===== config.mk =====
export PLATFORM = sky130hd
export DESIGN_NAME = visual_track_mode_sequencer_flat
export DESIGN_NICKNAME = d
export VERILOG_FILES = /design/src/rtl/vtms_pkg.sv /design/src/rtl/vtms_in_if.sv /design/src/rtl/vtms_out_if.sv /design/src/rtl/vtms_cfg.sv /design/src/rtl/visual_track_mode_sequencer.sv /design/src/flat_wrapper.sv
export SDC_FILE = /design/constraint.sdc
export NUM_CORES = 1
export LEC_CHECK = 0
export ABC_AREA = 1
export BUFFER_PORTS_ARGS = -buffer_cell sky130_fd_sc_hd__clkbuf_2
export CAP_MARGIN = 20
export CORE_MARGIN = 1.5
export CORE_UTILIZATION = 50
export DETAILED_ROUTE_END_ITERATION = 16
export PLACE_DENSITY = 0.68
export SETUP_SLACK_MARGIN = 0.1
export SLEW_MARGIN = 20
export SYNTH_ARGS = -nofsm -noshare
export SYNTH_HDL_FRONTEND = slang
export SYNTH_SLANG_ARGS = --single-unit

===== constraint.sdc =====
create_clock -name clk -period 18.6 [get_ports clk]
set_clock_uncertainty 0.05 [all_clocks]
set_input_delay 2.79 -clock clk [delete_from_list [all_inputs] [get_ports clk]]
set_output_delay 2.79 -clock clk [all_outputs]
set_load 0.01 [all_outputs]

===== src/rtl/vtms_pkg.sv =====
package vtms_pkg;

  localparam int TIMEOUT_W = 26;
  localparam logic [9:0] US_PER_MS = 10'd1000;
  localparam logic [47:0] REQUEST_INTERVAL_US = 48'd1000000;

  localparam logic [1:0] REG_LOCK_FRAMES   = 2'd0;
  localparam logic [1:0] REG_RELOCK_FRAMES = 2'd1;
  localparam logic [1:0] REG_SEARCH_TO     = 2'd2;
  localparam logic [1:0] REG_LOST_TO       = 2'd3;

  localparam logic [2:0] CODE_IDLE      = 3'd0;
  localparam logic [2:0] CODE_SEARCH    = 3'd1;
  localparam logic [2:0] CODE_FOLLOW    = 3'd2;
  localparam logic [2:0] CODE_INTERCEPT = 3'd3;
  localparam logic [2:0] CODE_LOST      = 3'd4;
  localparam logic [2:0] CODE_ABORT     = 3'd5;

  localparam logic [2:0] R_NONE     = 3'd0;
  localparam logic [2:0] R_PRECOND  = 3'd1;
  localparam logic [2:0] R_MANUAL   = 3'd2;
  localparam logic [2:0] R_TIMEOUT  = 3'd3;
  localparam logic [2:0] R_STALE    = 3'd4;
  localparam logic [2:0] R_TRACKING = 3'd5;

  localparam logic [1:0] SP_NONE      = 2'd0;
  localparam logic [1:0] SP_HOLD      = 2'd1;
  localparam logic [1:0] SP_FOLLOW    = 2'd2;
  localparam logic [1:0] SP_INTERCEPT = 2'd3;

  typedef enum logic [5:0] {
    M_IDLE      = 6'b000001,
    M_SEARCH    = 6'b000010,
    M_FOLLOW    = 6'b000100,
    M_INTERCEPT = 6'b001000,
    M_LOST      = 6'b010000,
    M_ABORT     = 6'b100000
  } mode_t;

  typedef struct packed {
    logic [47:0] now_us;
    logic        activation_switch;
    logic        intercept_switch;
    logic        vehicle_ready;
    logic        stick_takeover;
    logic        tracker_lock;
    logic        sample_fresh;
    logic        have_observations;
    logic        intercept_geometry_ok;
  } in_item_t;

  typedef struct packed {
    logic [2:0] mode;
    logic [2:0] loss_reason;
    logic       requested_intercept;
    logic       guidance_active;
    logic       send_auto_lock;
    logic       send_stop_track;
    logic       offboard_request;
    logic [1:0] setpoint_kind;
    logic       clear_estimate;
    logic       capture_hold;
  } out_item_t;

  typedef struct packed {
    logic [7:0]           lock_frames;
    logic [7:0]           relock_frames;
    logic [TIMEOUT_W-1:0] search_us;
    logic [TIMEOUT_W-1:0] lost_us;
  } cfg_t;

  function automatic logic [2:0] mode_code(input mode_t m);
    logic [2:0] c;
    unique case (m)
      M_IDLE:      c = CODE_IDLE;
      M_SEARCH:    c = CODE_SEARCH;
      M_FOLLOW:    c = CODE_FOLLOW;
      M_INTERCEPT: c = CODE_INTERCEPT;
      M_LOST:      c = CODE_LOST;
      M_ABORT:     c = CODE_ABORT;
      default:     c = CODE_IDLE;
    endcase
    return c;
  endfunction

endpackage


===== src/rtl/vtms_in_if.sv =====
interface vtms_in_if import vtms_pkg::*; ();
  logic     valid;
  logic     ready;
  in_item_t data;

  modport source (output valid, output data, input ready);
  modport sink (input valid, input data, output ready);
endinterface


===== src/rtl/vtms_out_if.sv =====
interface vtms_out_if import vtms_pkg::*; ();
  logic      valid;
  logic      ready;
  out_item_t data;

  modport source (output valid, output data, input ready);
  modport sink (input valid, input data, output ready);
endinterface


===== src/rtl/vtms_cfg.sv =====
module vtms_cfg import vtms_pkg::*; (
  input  logic        clk,
  input  logic        rst,
  input  logic        psel,
  input  logic        penable,
  input  logic        pwrite,
  input  logic [3:0]  paddr,
  input  logic [31:0] pwdata,
  output logic [31:0] prdata,
  output logic        pready,
  output cfg_t        cfg
);

  logic [7:0]           lock_frames;
  logic [7:0]           relock_frames;
  logic [15:0]          search_ms;
  logic [15:0]          lost_ms;
  logic [TIMEOUT_W-1:0] search_us;
  logic [TIMEOUT_W-1:0] lost_us;
  logic [TIMEOUT_W-1:0] wdata_us;
  logic                 wr;

  assign pready   = 1'b1;
  assign wr       = psel && penable && pwrite;
  assign wdata_us = TIMEOUT_W'(pwdata[15:0]) * TIMEOUT_W'(US_PER_MS);

  always_ff @(posedge clk) begin
    if (rst) begin
      lock_frames   <= 8'd5;
      relock_frames <= 8'd3;
      search_ms     <= 16'd3000;
      lost_ms       <= 16'd2000;
      search_us     <= TIMEOUT_W'(3000) * TIMEOUT_W'(US_PER_MS);
      lost_us       <= TIMEOUT_W'(2000) * TIMEOUT_W'(US_PER_MS);
    end else if (wr) begin
      unique case (paddr[3:2])
        REG_LOCK_FRAMES:   lock_frames <= pwdata[7:0];
        REG_RELOCK_FRAMES: relock_frames <= pwdata[7:0];
        REG_SEARCH_TO: begin
          search_ms <= pwdata[15:0];
          search_us <= wdata_us;
        end
        REG_LOST_TO: begin
          lost_ms <= pwdata[15:0];
          lost_us <= wdata_us;
        end
        default: ;
      endcase
    end
  end

  always_comb begin
    unique case (paddr[3:2])
      REG_LOCK_FRAMES:   prdata = {24'd0, lock_frames};
      REG_RELOCK_FRAMES: prdata = {24'd0, relock_frames};
      REG_SEARCH_TO:     prdata = {16'd0, search_ms};
      REG_LOST_TO:       prdata = {16'd0, lost_ms};
      default:           prdata = 32'd0;
    endcase
  end

  assign cfg = '{lock_frames:   lock_frames,
                 relock_frames: relock_frames,
                 search_us:     search_us,
                 lost_us:       lost_us};

endmodule


===== src/rtl/visual_track_mode_sequencer.sv =====
// channel  modport  payload
// tick     sink     in_item_t   (one control tick)
// result   source   out_item_t  (one result per tick)
// apb      slave    4 registers at byte offsets 0, 4, 8, 12
//
// One request per cycle sustained while the result channel is ready. A tick is registered
// on acceptance, evaluated against the sequencer state and written to the result register
// once that register is free. State and the result register update together.
// A stalled result holds its register; one more tick waits in the input register.
// rst is synchronous and restores the register defaults and idle mode.
module visual_track_mode_sequencer import vtms_pkg::*; (
  input  logic        clk,
  input  logic        rst,
  input  logic        psel,
  input  logic        penable,
  input  logic        pwrite,
  input  logic [3:0]  paddr,
  input  logic [31:0] pwdata,
  output logic [31:0] prdata,
  output logic        pready,
  vtms_in_if.sink     tick,
  vtms_out_if.source  result
);

  cfg_t cfg;

  vtms_cfg u_cfg (
    .clk     (clk),
    .rst     (rst),
    .psel    (psel),
    .penable (penable),
    .pwrite  (pwrite),
    .paddr   (paddr),
    .pwdata  (pwdata),
    .prdata  (prdata),
    .pready  (pready),
    .cfg     (cfg)
  );

  logic      a_valid;
  in_item_t  a_data;
  logic      o_valid;
  out_item_t o_data;
  logic      o_free;
  logic      fire;

  mode_t       cur_mode, cur_mode_next;
  logic [2:0]  cur_reason, cur_reason_next;
  logic        prev_activation;
  logic [7:0]  lock_streak, lock_streak_next;
  logic [7:0]  relock_streak, relock_streak_next;
  logic [47:0] mode_enter_time, mode_enter_time_next;
  logic [47:0] last_request_time, last_request_time_next;
  out_item_t   res;

  assign o_free       = !o_valid || result.ready;
  assign fire         = a_valid && o_free;
  assign tick.ready   = !a_valid || o_free;
  assign result.valid = o_valid;
  assign result.data  = o_data;

  always_comb begin
    logic [47:0] now;
    logic        obs, usable, allowed, p_lock, p_stop, p_clear, p_capture, req;
    logic [7:0]  inc;
    logic [1:0]  kind;
    now       = a_data.now_us;
    obs       = a_data.have_observations;
    p_lock    = 1'b0;
    p_stop    = 1'b0;
    p_clear   = 1'b0;
    p_capture = 1'b0;
    req       = 1'b0;
    inc       = 8'd0;
    kind      = SP_NONE;
    cur_mode_next          = cur_mode;
    cur_reason_next        = cur_reason;
    lock_streak_next       = lock_streak;
    relock_streak_next     = relock_streak;
    mode_enter_time_next   = mode_enter_time;
    last_request_time_next = last_request_time;

    if (a_data.activation_switch && !prev_activation && a_data.vehicle_ready) begin
      obs       = 1'b0;
      p_clear   = 1'b1;
      p_capture = 1'b1;
      p_lock    = 1'b1;
      cur_mode_next        = M_SEARCH;
      cur_reason_next      = R_NONE;
      mode_enter_time_next = now;
      lock_streak_next     = 8'd0;
      relock_streak_next   = 8'd0;
    end
    if (!a_data.activation_switch && prev_activation && cur_mode_next != M_IDLE) begin
      p_stop               = 1'b1;
      cur_mode_next        = M_ABORT;
      cur_reason_next      = R_PRECOND;
      mode_enter_time_next = now;
    end
    if (cur_mode_next != M_IDLE && cur_mode_next != M_ABORT) begin
      if (!a_data.vehicle_ready) begin
        p_stop               = 1'b1;
        cur_mode_next        = M_ABORT;
        cur_reason_next      = R_PRECOND;
        mode_enter_time_next = now;
      end else if (a_data.stick_takeover) begin
        p_stop               = 1'b1;
        cur_mode_next        = M_ABORT;
        cur_reason_next      = R_MANUAL;
        mode_enter_time_next = now;
      end
    end

    usable  = a_data.tracker_lock && a_data.sample_fresh && obs;
    allowed = usable && a_data.intercept_geometry_ok;

    unique case (cur_mode_next) inside
      M_SEARCH: begin
        if (usable) begin
          inc = (lock_streak_next == 8'hFF) ? 8'hFF : lock_streak_next + 8'd1;
          lock_streak_next = inc;
          if (inc >= cfg.lock_frames) begin
            cur_mode_next        = M_FOLLOW;
            cur_reason_next      = R_NONE;
            mode_enter_time_next = now;
          end
        end else begin
          lock_streak_next = 8'd0;
          if ((now - mode_enter_time_next) > {22'd0, cfg.search_us}) begin
            cur_mode_next        = M_LOST;
            cur_reason_next      = R_TIMEOUT;
            mode_enter_time_next = now;
            relock_streak_next   = 8'd0;
            p_capture            = 1'b1;
          end
        end
      end
      M_FOLLOW, M_INTERCEPT: begin
        if (!usable) begin
          cur_mode_next        = M_LOST;
          cur_reason_next      = a_data.tracker_lock ? R_STALE : R_TRACKING;
          mode_enter_time_next = now;
          relock_streak_next   = 8'd0;
          p_capture            = 1'b1;
        end else if ((cur_mode_next == M_FOLLOW) &&
                     a_data.intercept_switch && allowed) begin
          cur_mode_next        = M_INTERCEPT;
          cur_reason_next      = R_NONE;
          mode_enter_time_next = now;
        end else if ((cur_mode_next == M_INTERCEPT) &&
                     (!a_data.intercept_switch || !allowed)) begin
          cur_mode_next        = M_FOLLOW;
          cur_reason_next      = R_NONE;
          mode_enter_time_next = now;
        end
      end
      M_LOST: begin
        if (usable) begin
          inc = (relock_streak_next == 8'hFF) ? 8'hFF : relock_streak_next + 8'd1;
          relock_streak_next = inc;
          if (inc >= cfg.relock_frames) begin
            cur_mode_next        = (a_data.intercept_switch && allowed) ? M_INTERCEPT
                                                                        : M_FOLLOW;
            cur_reason_next      = R_NONE;
            mode_enter_time_next = now;
          end
        end else begin
          relock_streak_next = 8'd0;
          if ((now - mode_enter_time_next) > {22'd0, cfg.lost_us}) begin
            p_stop               = 1'b1;
            cur_mode_next        = M_ABORT;
            mode_enter_time_next = now;
          end
        end
      end
      M_ABORT: begin
        cur_mode_next        = M_IDLE;
        cur_reason_next      = R_NONE;
        mode_enter_time_next = now;
        p_clear              = 1'b1;
      end
      default: ;
    endcase

    case (cur_mode_next) inside
      M_SEARCH, M_LOST: kind = SP_HOLD;
      M_FOLLOW:         kind = SP_FOLLOW;
      M_INTERCEPT:      kind = SP_INTERCEPT;
      default:          kind = SP_NONE;
    endcase

    if (kind != SP_NONE && (now - last_request_time) >= REQUEST_INTERVAL_US) begin
      req                    = 1'b1;
      last_request_time_next = now;
    end

    res.mode                = mode_code(cur_mode_next);
    res.loss_reason         = cur_reason_next;
    res.requested_intercept = a_data.intercept_switch;
    res.guidance_active     = (cur_mode_next != M_IDLE) && (cur_mode_next != M_ABORT);
    res.send_auto_lock      = p_lock;
    res.send_stop_track     = p_stop;
    res.offboard_request    = req;
    res.setpoint_kind       = kind;
    res.clear_estimate      = p_clear;
    res.capture_hold        = p_capture;
  end

  always_ff @(posedge clk) begin
    if (rst) begin
      a_valid           <= 1'b0;
      o_valid           <= 1'b0;
      cur_mode          <= M_IDLE;
      cur_reason        <= R_NONE;
      prev_activation   <= 1'b0;
      lock_streak       <= 8'd0;
      relock_streak     <= 8'd0;
      mode_enter_time   <= 48'd0;
      last_request_time <= 48'd0;
    end else begin
      if (tick.valid && tick.ready) begin
        a_valid <= 1'b1;
      end else if (fire) begin
        a_valid <= 1'b0;
      end
      if (fire) begin
        o_valid           <= 1'b1;
        cur_mode          <= cur_mode_next;
        cur_reason        <= cur_reason_next;
        prev_activation   <= a_data.activation_switch;
        lock_streak       <= lock_streak_next;
        relock_streak     <= relock_streak_next;
        mode_enter_time   <= mode_enter_time_next;
        last_request_time <= last_request_time_next;
      end else if (result.ready) begin
        o_valid <= 1'b0;
      end
    end
  end

  always_ff @(posedge clk) begin
    if (tick.valid && tick.ready) begin
      a_data <= tick.data;
    end
    if (fire) begin
      o_data <= res;
    end
  end

endmodule


===== src/flat_wrapper.sv =====
// flat-port wrapper written by rule: the top's interface ports become plain ports
module visual_track_mode_sequencer_flat import vtms_pkg::*;
  (clk, rst, psel, penable, pwrite, paddr, pwdata, prdata, pready, tick_valid, tick_data, tick_ready, result_valid, result_data, result_ready);
  vtms_in_if tick_i ();
  vtms_out_if result_i ();
  input  logic clk;
  input  logic rst;
  input  logic psel;
  input  logic penable;
  input  logic pwrite;
  input  logic [3:0] paddr;
  input  logic [31:0] pwdata;
  output logic [31:0] prdata;
  output logic pready;
  input wire logic [$bits(tick_i.valid)-1:0] tick_valid;
  input wire logic [$bits(tick_i.data)-1:0] tick_data;
  output wire logic [$bits(tick_i.ready)-1:0] tick_ready;
  output wire logic [$bits(result_i.valid)-1:0] result_valid;
  output wire logic [$bits(result_i.data)-1:0] result_data;
  input wire logic [$bits(result_i.ready)-1:0] result_ready;
  assign tick_i.valid = tick_valid;
  assign tick_i.data = tick_data;
  assign tick_ready = tick_i.ready;
  assign result_valid = result_i.valid;
  assign result_data = result_i.data;
  assign result_i.ready = result_ready;
  visual_track_mode_sequencer u_core (.clk(clk), .rst(rst), .psel(psel), .penable(penable), .pwrite(pwrite), .paddr(paddr), .pwdata(pwdata), .prdata(prdata), .pready(pready), .tick(tick_i), .result(result_i));
endmodule

Yosys cells after proc, flatten, opt, wreduce, memory -nomap -nowiden

Cells that the tools add are included.

Add/sub/neg operators: 4
Multipliers: 1
$lt $le $gt $ge: 5
Equal/unequal tests: 20
Multiplexer cells: 80
Reductions and logical operators: 38

Operators by type and width:

| cell                    | count |
|---|---|
| $mux W48                | 14 |
| $pmux W48 S4            | 1 |
| $pmux W32 S4            | 1 |
| $gt A48 B26 Y1          | 2 |
| $sub A48 B48 Y48        | 2 |
| $mux W6                 | 14 |
| $mux W8                 | 10 |
| $ge A48 B20 Y1 const B  | 1 |
| $mux W3                 | 13 |
| $pmux W6 S4             | 1 |
| $pmux W8 S3             | 1 |
| $mul A16 B7 Y23 const B | 1 |
| $logic_and A1 B1 Y1     | 18 |
| $mux W1                 | 18 |
| $ne A6 B1 Y1 const B    | 3 |
| $add A8 B1 Y8 const B   | 2 |
| $eq A8 B8 Y1 const B    | 2 |
| $ge A8 B8 Y1            | 2 |
| $pmux W3 S5             | 1 |
| $eq A6 B2 Y1 const B    | 2 |
| $eq A6 B3 Y1 const B    | 2 |
| $eq A6 B4 Y1 const B    | 2 |
| $eq A6 B5 Y1 const B    | 2 |
| $eq A6 B6 Y1 const B    | 2 |
| other kinds (13)        | 31 |

Flip-flop bits (word level): 289
Input bits: 99
Logic and storage cells: 182

Longest topological paths before layout

Gate-level depths: netlist of run 1.

Word-level depth: 23
Mapped depth: 54
Gate-level depth less buffers: 51

Modules after synthesis

From an unflattened synthesis of run 1, not the netlist that was laid out.

Cells, all modules: 4678
Area, all modules: 29156.7 um^2

Modules (own cells, without submodules):

| module                      | instances | cells an instance | area an instance (um^2) | sequential area each (um^2) |
|---|---|---|---|---|
| visual_track_mode_sequencer | 1         | 3801              | 22442.8                 | 4614.4 |
| vtms_cfg                    | 1         | 877               | 6713.9                  | 1801.7 |

Worst setup path before layout of run 1

Ideal clock, no wire load.

Path kind: input port to flip-flop
Start: input pwdata[0]
End: register u_core.u_cfg.lost_us[22]
Data arrival time: 6.849 ns
Data required time: 18.441 ns
Slack: 11.592 ns
Cell stages on the path: 23
Cell sequence: fa_1 inv_1 fa_1 fa_1 inv_1 fa_1 ha_1 a21oi_1 o21ai_0 nand2_1 o211ai_1 a31o_2 a21oi_1 o21bai_1 a21oi_1 o21bai_1 a21oi_1 inv_1 a21oi_1 or2_2 nand3_1 nand2_1 inv_1

Word-level cells in the longest chain between the ends: 1

Ends and longest elaborated chain:

| element              | RTL line           | RTL |
|---|---|---|
| from (decl)          | flat_wrapper.sv:12 | `input logic [31:0] pwdata;` |
| $mul A16 B7 Y23      | vtms_cfg.sv:25     | `assign wdata_us = TIMEOUT_W'(pwdata[15:0]) * TIMEOUT_W'(US_PER_MS);` |
| to (signal assigned) | vtms_cfg.sv:34     | `lost_us <= TIMEOUT_W'(2000) * TIMEOUT_W'(US_PER_MS);` |
| to (signal assigned) | vtms_cfg.sv:45     | `lost_us <= wdata_us;` |
| to (decl)            | vtms_cfg.sv:19     | `logic [TIMEOUT_W-1:0] lost_us;` |

No other way between the ends.
A chain may end at the register's enable or synchronous reset.

Final worst setup path of run 1

Start: register u_core.a_data[5] in the netlist's numbering
End: register u_core.last_request_time[4]

Word-level cells in the longest chain between the ends: 21
Elaborated cells on any way between the ends: 66
Those cells by class: add/sub (3); order compare (4); eq/ne (14); mux (29); reduce/logical (16)

Ends and longest elaborated chain:

| element                                                   | RTL line                           | RTL |
|---|---|---|
| from (decl)                                               | visual_track_mode_sequencer.sv:41  | `in_item_t a_data;` |
| from (signal assigned)                                    | visual_track_mode_sequencer.sv:243 | `a_data <= tick.data;` |
| branches (longest 13 deep; another with $sub A48 B48 Y48) | -                                  |  |
| $pmux W6 S4 *                                             | visual_track_mode_sequencer.sv:117 | `unique case (cur_mode_next) inside` |
| $eq A6 B4 Y1 (no source line)                             | -                                  |  |
| $mux W2 (2 in series)                                     | visual_track_mode_sequencer.sv:185 | `case (cur_mode_next) inside` |
| $mux W2 *                                                 | visual_track_mode_sequencer.sv:185 |  |
| $reduce_bool A2 Y1 *                                      | visual_track_mode_sequencer.sv:192 | `if (kind != SP_NONE && (now - last_request_time) >= REQUEST_INTERVAL_US) begin` |
| $logic_and A1 B1 Y1 *                                     | visual_track_mode_sequencer.sv:192 |  |
| $reduce_and A2 Y1 (no source line) *                      | -                                  |  |
| to (signal assigned)                                      | visual_track_mode_sequencer.sv:234 | `last_request_time <= last_request_time_next;` |
| to (decl)                                                 | visual_track_mode_sequencer.sv:53  | `logic [47:0] last_request_time, last_request_time_next;` |

Every way passes the cells marked *.

==> results of run 1 <==
[sequential cells by signal, summed over array words and instances (netlist names), 3 cells and up]
signal                      count
u_core.u_cfg.search_us         21
u_core.cur_reason               3
u_core.u_cfg.lost_ms           16
u_core.last_request_time       48
u_core.relock_streak            8
u_core.u_cfg.relock_frames      8
u_core.mode_enter_time         48
u_core.cur_mode                 6
u_core.lock_streak              8
u_core.a_data                  56
u_core.u_cfg.search_ms         16
u_core.u_cfg.lost_us           21
u_core.u_cfg.lock_frames        8
u_core.result.data             15
[how the worst max path moves through the flow]
| stage | endpoint | cells past startpoint | start |
|---|---|---|---|
| after floorplan | u_core.u_cfg.lost_us[22] | 23 | pwdata[0] |
| after global placement | u_core.last_request_time[32] | 47 | u_core.a_data[5] |
| after detailed placement | u_core.last_request_time[4] | 48 | u_core.a_data[5] |
| after CTS | u_core.last_request_time[13] | 48 | u_core.a_data[5] |
| after global routing | u_core.last_request_time[6] | 48 | u_core.a_data[5] |
| final | u_core.last_request_time[4] | 48 | u_core.a_data[5] |
[power by group through the flow]
stage / clock network (W) / logic [W] / registers [W]
floorplan: 0 / 0.00107 / 0.000706
global placement: 0 / 0.00144 / 0.000717
detailed placement: 0 / 0.00146 / 0.000717
CTS: 0.000779 / 0.00147 / 0.000704
global route: 0.000802 / 0.00167 / 0.000709
finish: 0.000769 / 0.00149 / 0.000706
[final cells by class]
cell class	count	area (sq um)
clock buffers	41	972
clock inverters	27	324
fillers	5496	24300
inverters	671	2520
multi-input cells	3115	17700
flip-flops and latches	285	6420
well taps	696	871
repair buffers	137	766
[placed cells by master, fill, tap and decap left out, drive strengths merged, types with 16 or more instances in the layout]
| cell | netlist | final |
|---|---|---|
| nand2 | 1095 | 1095 |
| fa | 56 | 56 |
| nand4 | 95 | 95 |
| clkbuf | 139 | 154 |
| xnor2 | 35 | 35 |
| dfxtp | 214 | 214 |
| nor2 | 357 | 357 |
| buf | 44 | 24 |
| ha | 211 | 211 |
| conb | 2 | 17 |
| edfxtp | 71 | 71 |
| xor2 | 52 | 52 |
| a221oi | 113 | 113 |
| nand3 | 184 | 184 |
| nor3 | 32 | 32 |
| a21oi | 336 | 336 |
| o211ai | 44 | 44 |
| a31oi | 18 | 18 |
| or2 | 16 | 16 |
| inv | 670 | 674 |
| o21ai | 356 | 356 |
[worst max-delay path, delay by kind of cell, from the launching register on]
kind | cells | cell delay, ps
AO/OA/AOI/OAI | 2 | 240
XOR/XNOR | 1 | 520
adder cells (fa/ha/maj) | 3 | 870
buffers and inverters | 9 | 3030
flip-flops | 1 | 450
AND/OR/NAND/NOR | 33 | 5300
[layer usage]
metal | share of wire | global-route usage
met1 | 0.43 | 0.420
met2 | 0.45 | 0.521
met3 | 0.085 | 0.0495
met4 | 0.038 | 0.124
met5 | 0 | 0
[per-stage QoR]
stage	utilization	power (W)	area, sq um	instances	setup slack, ps
final	0.549	0.00296	29600	4972	7960
after global routing	0.549	0.00319	29600	4972	7580
after CTS	0.549	0.00295	29600	4972	8160
after detailed placement	0.525	0.00217	28300	4904	8220
after global placement	0.524	0.00216	28300	4903	8150
after floorplan	-	0.00178	27400	4254	11590
[cell families after synthesis]
family	Yosys count	share of synthesized area
fa+ha+maj	267	0.138
compound gates	936	0.201
flops	285	0.235
simple gates	1808	0.278
xor+xnor	87	0.0279
other cells	2	0.000275
buf+inv	854	0.121
==> metrics.txt, run 1 <==
status=finished, final reports clean; area delta synth->final=8.32%; CP Data Required Time=19,060 ps; R2R depth=48; most common cell in the netlist=nand2_1; setup_tns=0 ps; grt ovf=0; hold_sp=u_core.mode_enter_time[43]; GPL Wtd Cong=~1; most common library cells after synthesis=1,085 x nand2_1, 639 x inv_1, 346 x nor2_1, 338 x o21ai_0, 334 x a21oi_1; Critical Path Most Common Cell=nand2_1; Sinks on Clock Net=285; Cells after Synth=roughly 4,200; Setup Viol. Count Final=0; HPWL Detailed=65,300 microns; initial antenna violation count=0; Power Internal=between 0.0015 and 0.002 W; Worst slew margin=0.265; syn_area_per_cell=6.45 sq um; Worst R2R Setup Slack=around 8000 ps; Die Span Y=between 200 and 250 microns; predominant post-synthesis flop cell=dfxtp_1; WHS Path Cells=2; CP Launch Type=flip-flop; CTS Hold Bufs=0; Critical Path AT=between 10,000 and 15,000 ps; endpoint type of the worst setup path=flip-flop; total of max-cap violations=0; Vias=~28,000; Mapped Area=about 27,000 sq um; Initial Util=0.507; Worst path slowest cell=nand3_2; WL/cell=~18 microns; Post-CTS Repair Setup Buffers=0; CP peak stage delay=just under 800 ps; CTS resizes=0; Port Buffers=roughly 110; worst r2r dst=u_core.last_request_time[4]; fin nets=4,613; post-synth top area cell=dfxtp_1; pwr/cell area=approximately 100 nW/um^2; clock buffer depth=3; worst skew pair latency=590 ps; Achievable Freq=about 94 MHz; row cnt=between 80 and 90; Reg power frac=0.238; routed wire length=around 91,000 microns; Net Sw Frac=0.452; worst min path class=flip-flop to flip-flop; largest net degree at the start of global routing=90; first-pass GRT wire length=about 140,000 microns; Async SR Flop Fraction=0; clock buffer count from CTS=37; CTS tree=yes; mean number of vias per cell=between 5 and 6; H-tree lvl count=2; worst IR drop on VDD=between 0.07 and 0.08 mV; Slew @ Worst Pin=1100 ps; Distinct cells, synth=65; drt pass-1 iters=7; Sw Pwr=approximately 0.0013 W; Routed Antenna Nets=0; min Tclk post-route=about 11,000 ps; vias in the first global route=about 26,000; YS warnings=0; Crit Path Max Fanout=50; Die ar.=~56,000 sq um; Min Hold Slack=around 410 ps; total core area=~54,000 sq um; DRC Markers=0; clk slew on worst S/H paths=60 ps; GRT Total Usage=0.318; Comb pwr share=0.502; share of layout cells above drive strength 1=0.0704; Die Width=237 microns; Clk network pwr share=0.259; post-synth top area share=0.157; fin crit share=0.572; clock root cell=clkbuf_16; Area contributors post-synth=dfxtp_1 16%, nand2_1 15%, ha_1 9.7%; sequential share of the synthesized area=0.235; Post-synth EDFFs=71; First DRT Iteration DRCs=2,722; Leakage=14.1 nW; I/O pins=149; Final Hold Fails=0; RSZ-0062 raised after global routing=false; Reg2Reg Launch Point=u_core.a_data[5]; Synth Register Bits=285; Slew Limit Fails=0; Hold EP=u_core.mode_enter_time[43]; critical path class=flip-flop to flip-flop; # diodes=0
No activity file was read; power rests on OpenSTA's default activity.
==> inputs of run 2 (changes only) <==
==> constraint.sdc (replaced) <==
create_clock -name clk -period 10.9 [get_ports clk]
set_clock_uncertainty 0.05 [all_clocks]
set_input_delay 1.635 -clock clk [delete_from_list [all_inputs] [get_ports clk]]
set_output_delay 1.635 -clock clk [all_outputs]
set_load 0.01 [all_outputs]
==> run 2 against run 1 <==
Die area unchanged. Hold slack got worse by 4.9 ps. Maximum frequency increased by 21%. Non-clock buffer count increased by 7. Register-to-register slack got worse by 5900 ps. Core utilization increased by 0.088 points. Combinational power increased by 70%. Critical path depth decreased by 8. Final cell count increased by 0.14%. Setup slack got worse by 5900 ps. Via count decreased by 0.93%. Cell area increased by 0.16%.
==> metrics.txt, run 2 (same netlist as run 1, synthesis figures left out) <==
Setup Viol. Count Final=0; setup_tns=0 ps; Sw Pwr=around 0.0023 W; status=finished, final reports clean; most frequent cells in the layout=1,083 x nand2_1, 635 x inv_1, 342 x nor2_1; CTS Hold Bufs=0; share of layout cells above drive strength 1=0.0703; worst min path class=flip-flop to flip-flop; clock buffer count from CTS=37; mean number of vias per cell=about 5.7; min Tclk post-route=8790 ps; CP peak stage delay=roughly 660 ps; clock root cell=clkbuf_16; CTS resizes=0; critical path class=flip-flop to flip-flop; FILL cells=5,472; Post-CTS Repair Setup Buffers=0; drt pass-1 iters=6; WL/cell=18.1 microns; pre-CTS setup slack=around 2300 ps; Die Span Y=roughly 240 microns; HPWL Detailed=between 60,000 and 70,000 microns; routed wire length=roughly 90,000 microns; Sinks on Clock Net=between 200 and 300; CP Data Required Time=about 11,000 ps; fin crit share=0.806; Initial Util=0.507; Power Internal=0.00280 W; max FFs per register=56; Critical Path Most Common Cell=nand2_1; Die ar.=~56,000 sq um; fin nets=4,620; Biggest register=u_core.a_data; Final Hold Fails=0; clock buffer depth=3; Crit Path Max Fanout=37; clk slew on worst S/H paths=roughly 60 ps; GPL Wtd Cong=about 0.99; vias in the first global route=approximately 26,000; Worst slew margin=0.352; Comb pwr share=0.500; Clk network pwr share=0.263; GRT Total Usage=0.314; grt ovf=0; Reg power frac=0.237; pwr/cell area=around 170 nW/um^2; H-tree lvl count=2; CP Launch Type=flip-flop; Port Buffers=approximately 110; worst skew pair latency=between 500 and 600 ps; commonest non-fill, non-tap cell in the layout=nand2_1; largest registers=u_core.a_data (56), u_core.last_request_time (48), u_core.mode_enter_time (48); Achievable Freq=approximately 110 MHz; Net Sw Frac=0.448; Slew Limit Fails=0; RSZ-0062 raised after global routing=false; largest net degree at the start of global routing=86; Routed Antenna Nets=0; Die Width=approximately 240 microns; worst IR drop on VDD=~0.12 mV; # diodes=0; FF+latch area=6420 sq um; I/O pins=about 150; initial antenna violation count=0; first-pass GRT wire length=141,000 microns; Critical Path AT=just over 9000 ps; endpoint type of the worst setup path=flip-flop; First DRT Iteration DRCs=2,763; total core area=between 50,000 and 60,000 sq um; Leakage=about 14 nW; Worst path slowest cell=inv_2; area of the multi-input gates=around 18,000 sq um; row cnt=85; total of max-cap violations=0; Slew @ Worst Pin=972 ps; Vias=roughly 28,000; final setup margin=around 2100 ps; area delta synth->final=8.49%; DRC Markers=0; CTS tree=yes
-- run 2: final cells by class --
| class | count | share of cell area |
|---|---|---|
| multi-input cells | 3115 | 0.598 |
| flip-flops and latches | 285 | 0.216 |
| inverters | 671 | 0.0851 |
| clock buffers | 46 | 0.0334 |
| well taps | 696 | 0.0294 |
| repair buffers | 144 | 0.0273 |
| clock inverters | 22 | 0.0105 |
-- run 2: per-stage QoR --
step,power [W],instances,utilization,hold WS (ps),cell area [sq um]
after floorplan,0.00303,4254,-,377,27400
after global placement,0.00368,4911,0.526,388,28300
after detailed placement,0.00370,4911,0.526,395,28300
after CTS,0.00505,4979,0.550,411,29600
after global routing,0.00544,4979,0.550,429,29600
final,0.00507,4979,0.550,409,29600
-- run 2: path summary, 6_finish.rpt --
check	cells past startpoint	start	endpoint	slack (ps)
worst min register to register	2	u_core.u_cfg.lost_ms[4]	u_core.u_cfg.lost_ms[4]	410
worst max register to register	40	u_core.a_data[5]	u_core.last_request_time[19]	2110
worst max-delay path	40	u_core.a_data[5]	u_core.last_request_time[19]	2110
worst min-delay path	2	u_core.u_cfg.lost_ms[4]	u_core.u_cfg.lost_ms[4]	410
-- run 2: per-layer routing --
layer,GRT usage,routed length (microns),vias to the layer above
li1,-,-,14000
met1,0.415,39200,12800
met2,0.516,40700,1183
met3,0.0422,6870,210
met4,0.129,3390,0
met5,0,0,-
-- run 2: worst max-delay path: cells and delay by family (launching register included) --
family | cells | cell delay, ps
AOI/OAI and AO/OA | 5 | 1200
xor gates and xnor gates | 1 | 400
adders and majority gates | 2 | 840
buffers and inverters | 4 | 1270
DFF | 1 | 450
and+or+nand+nor | 28 | 4410
-- run 2: power groups by stage --
stage | Clock, W | Sequential [W] | Combinational, W
2_1_floorplan | 0 | 0.00120 | 0.00183
3_3_place_gp | 0 | 0.00122 | 0.00246
3_5_place_dp | 0 | 0.00122 | 0.00248
4_1_cts | 0.00135 | 0.00120 | 0.00250
5_1_grt | 0.00139 | 0.00121 | 0.00284
6_report | 0.00133 | 0.00120 | 0.00254
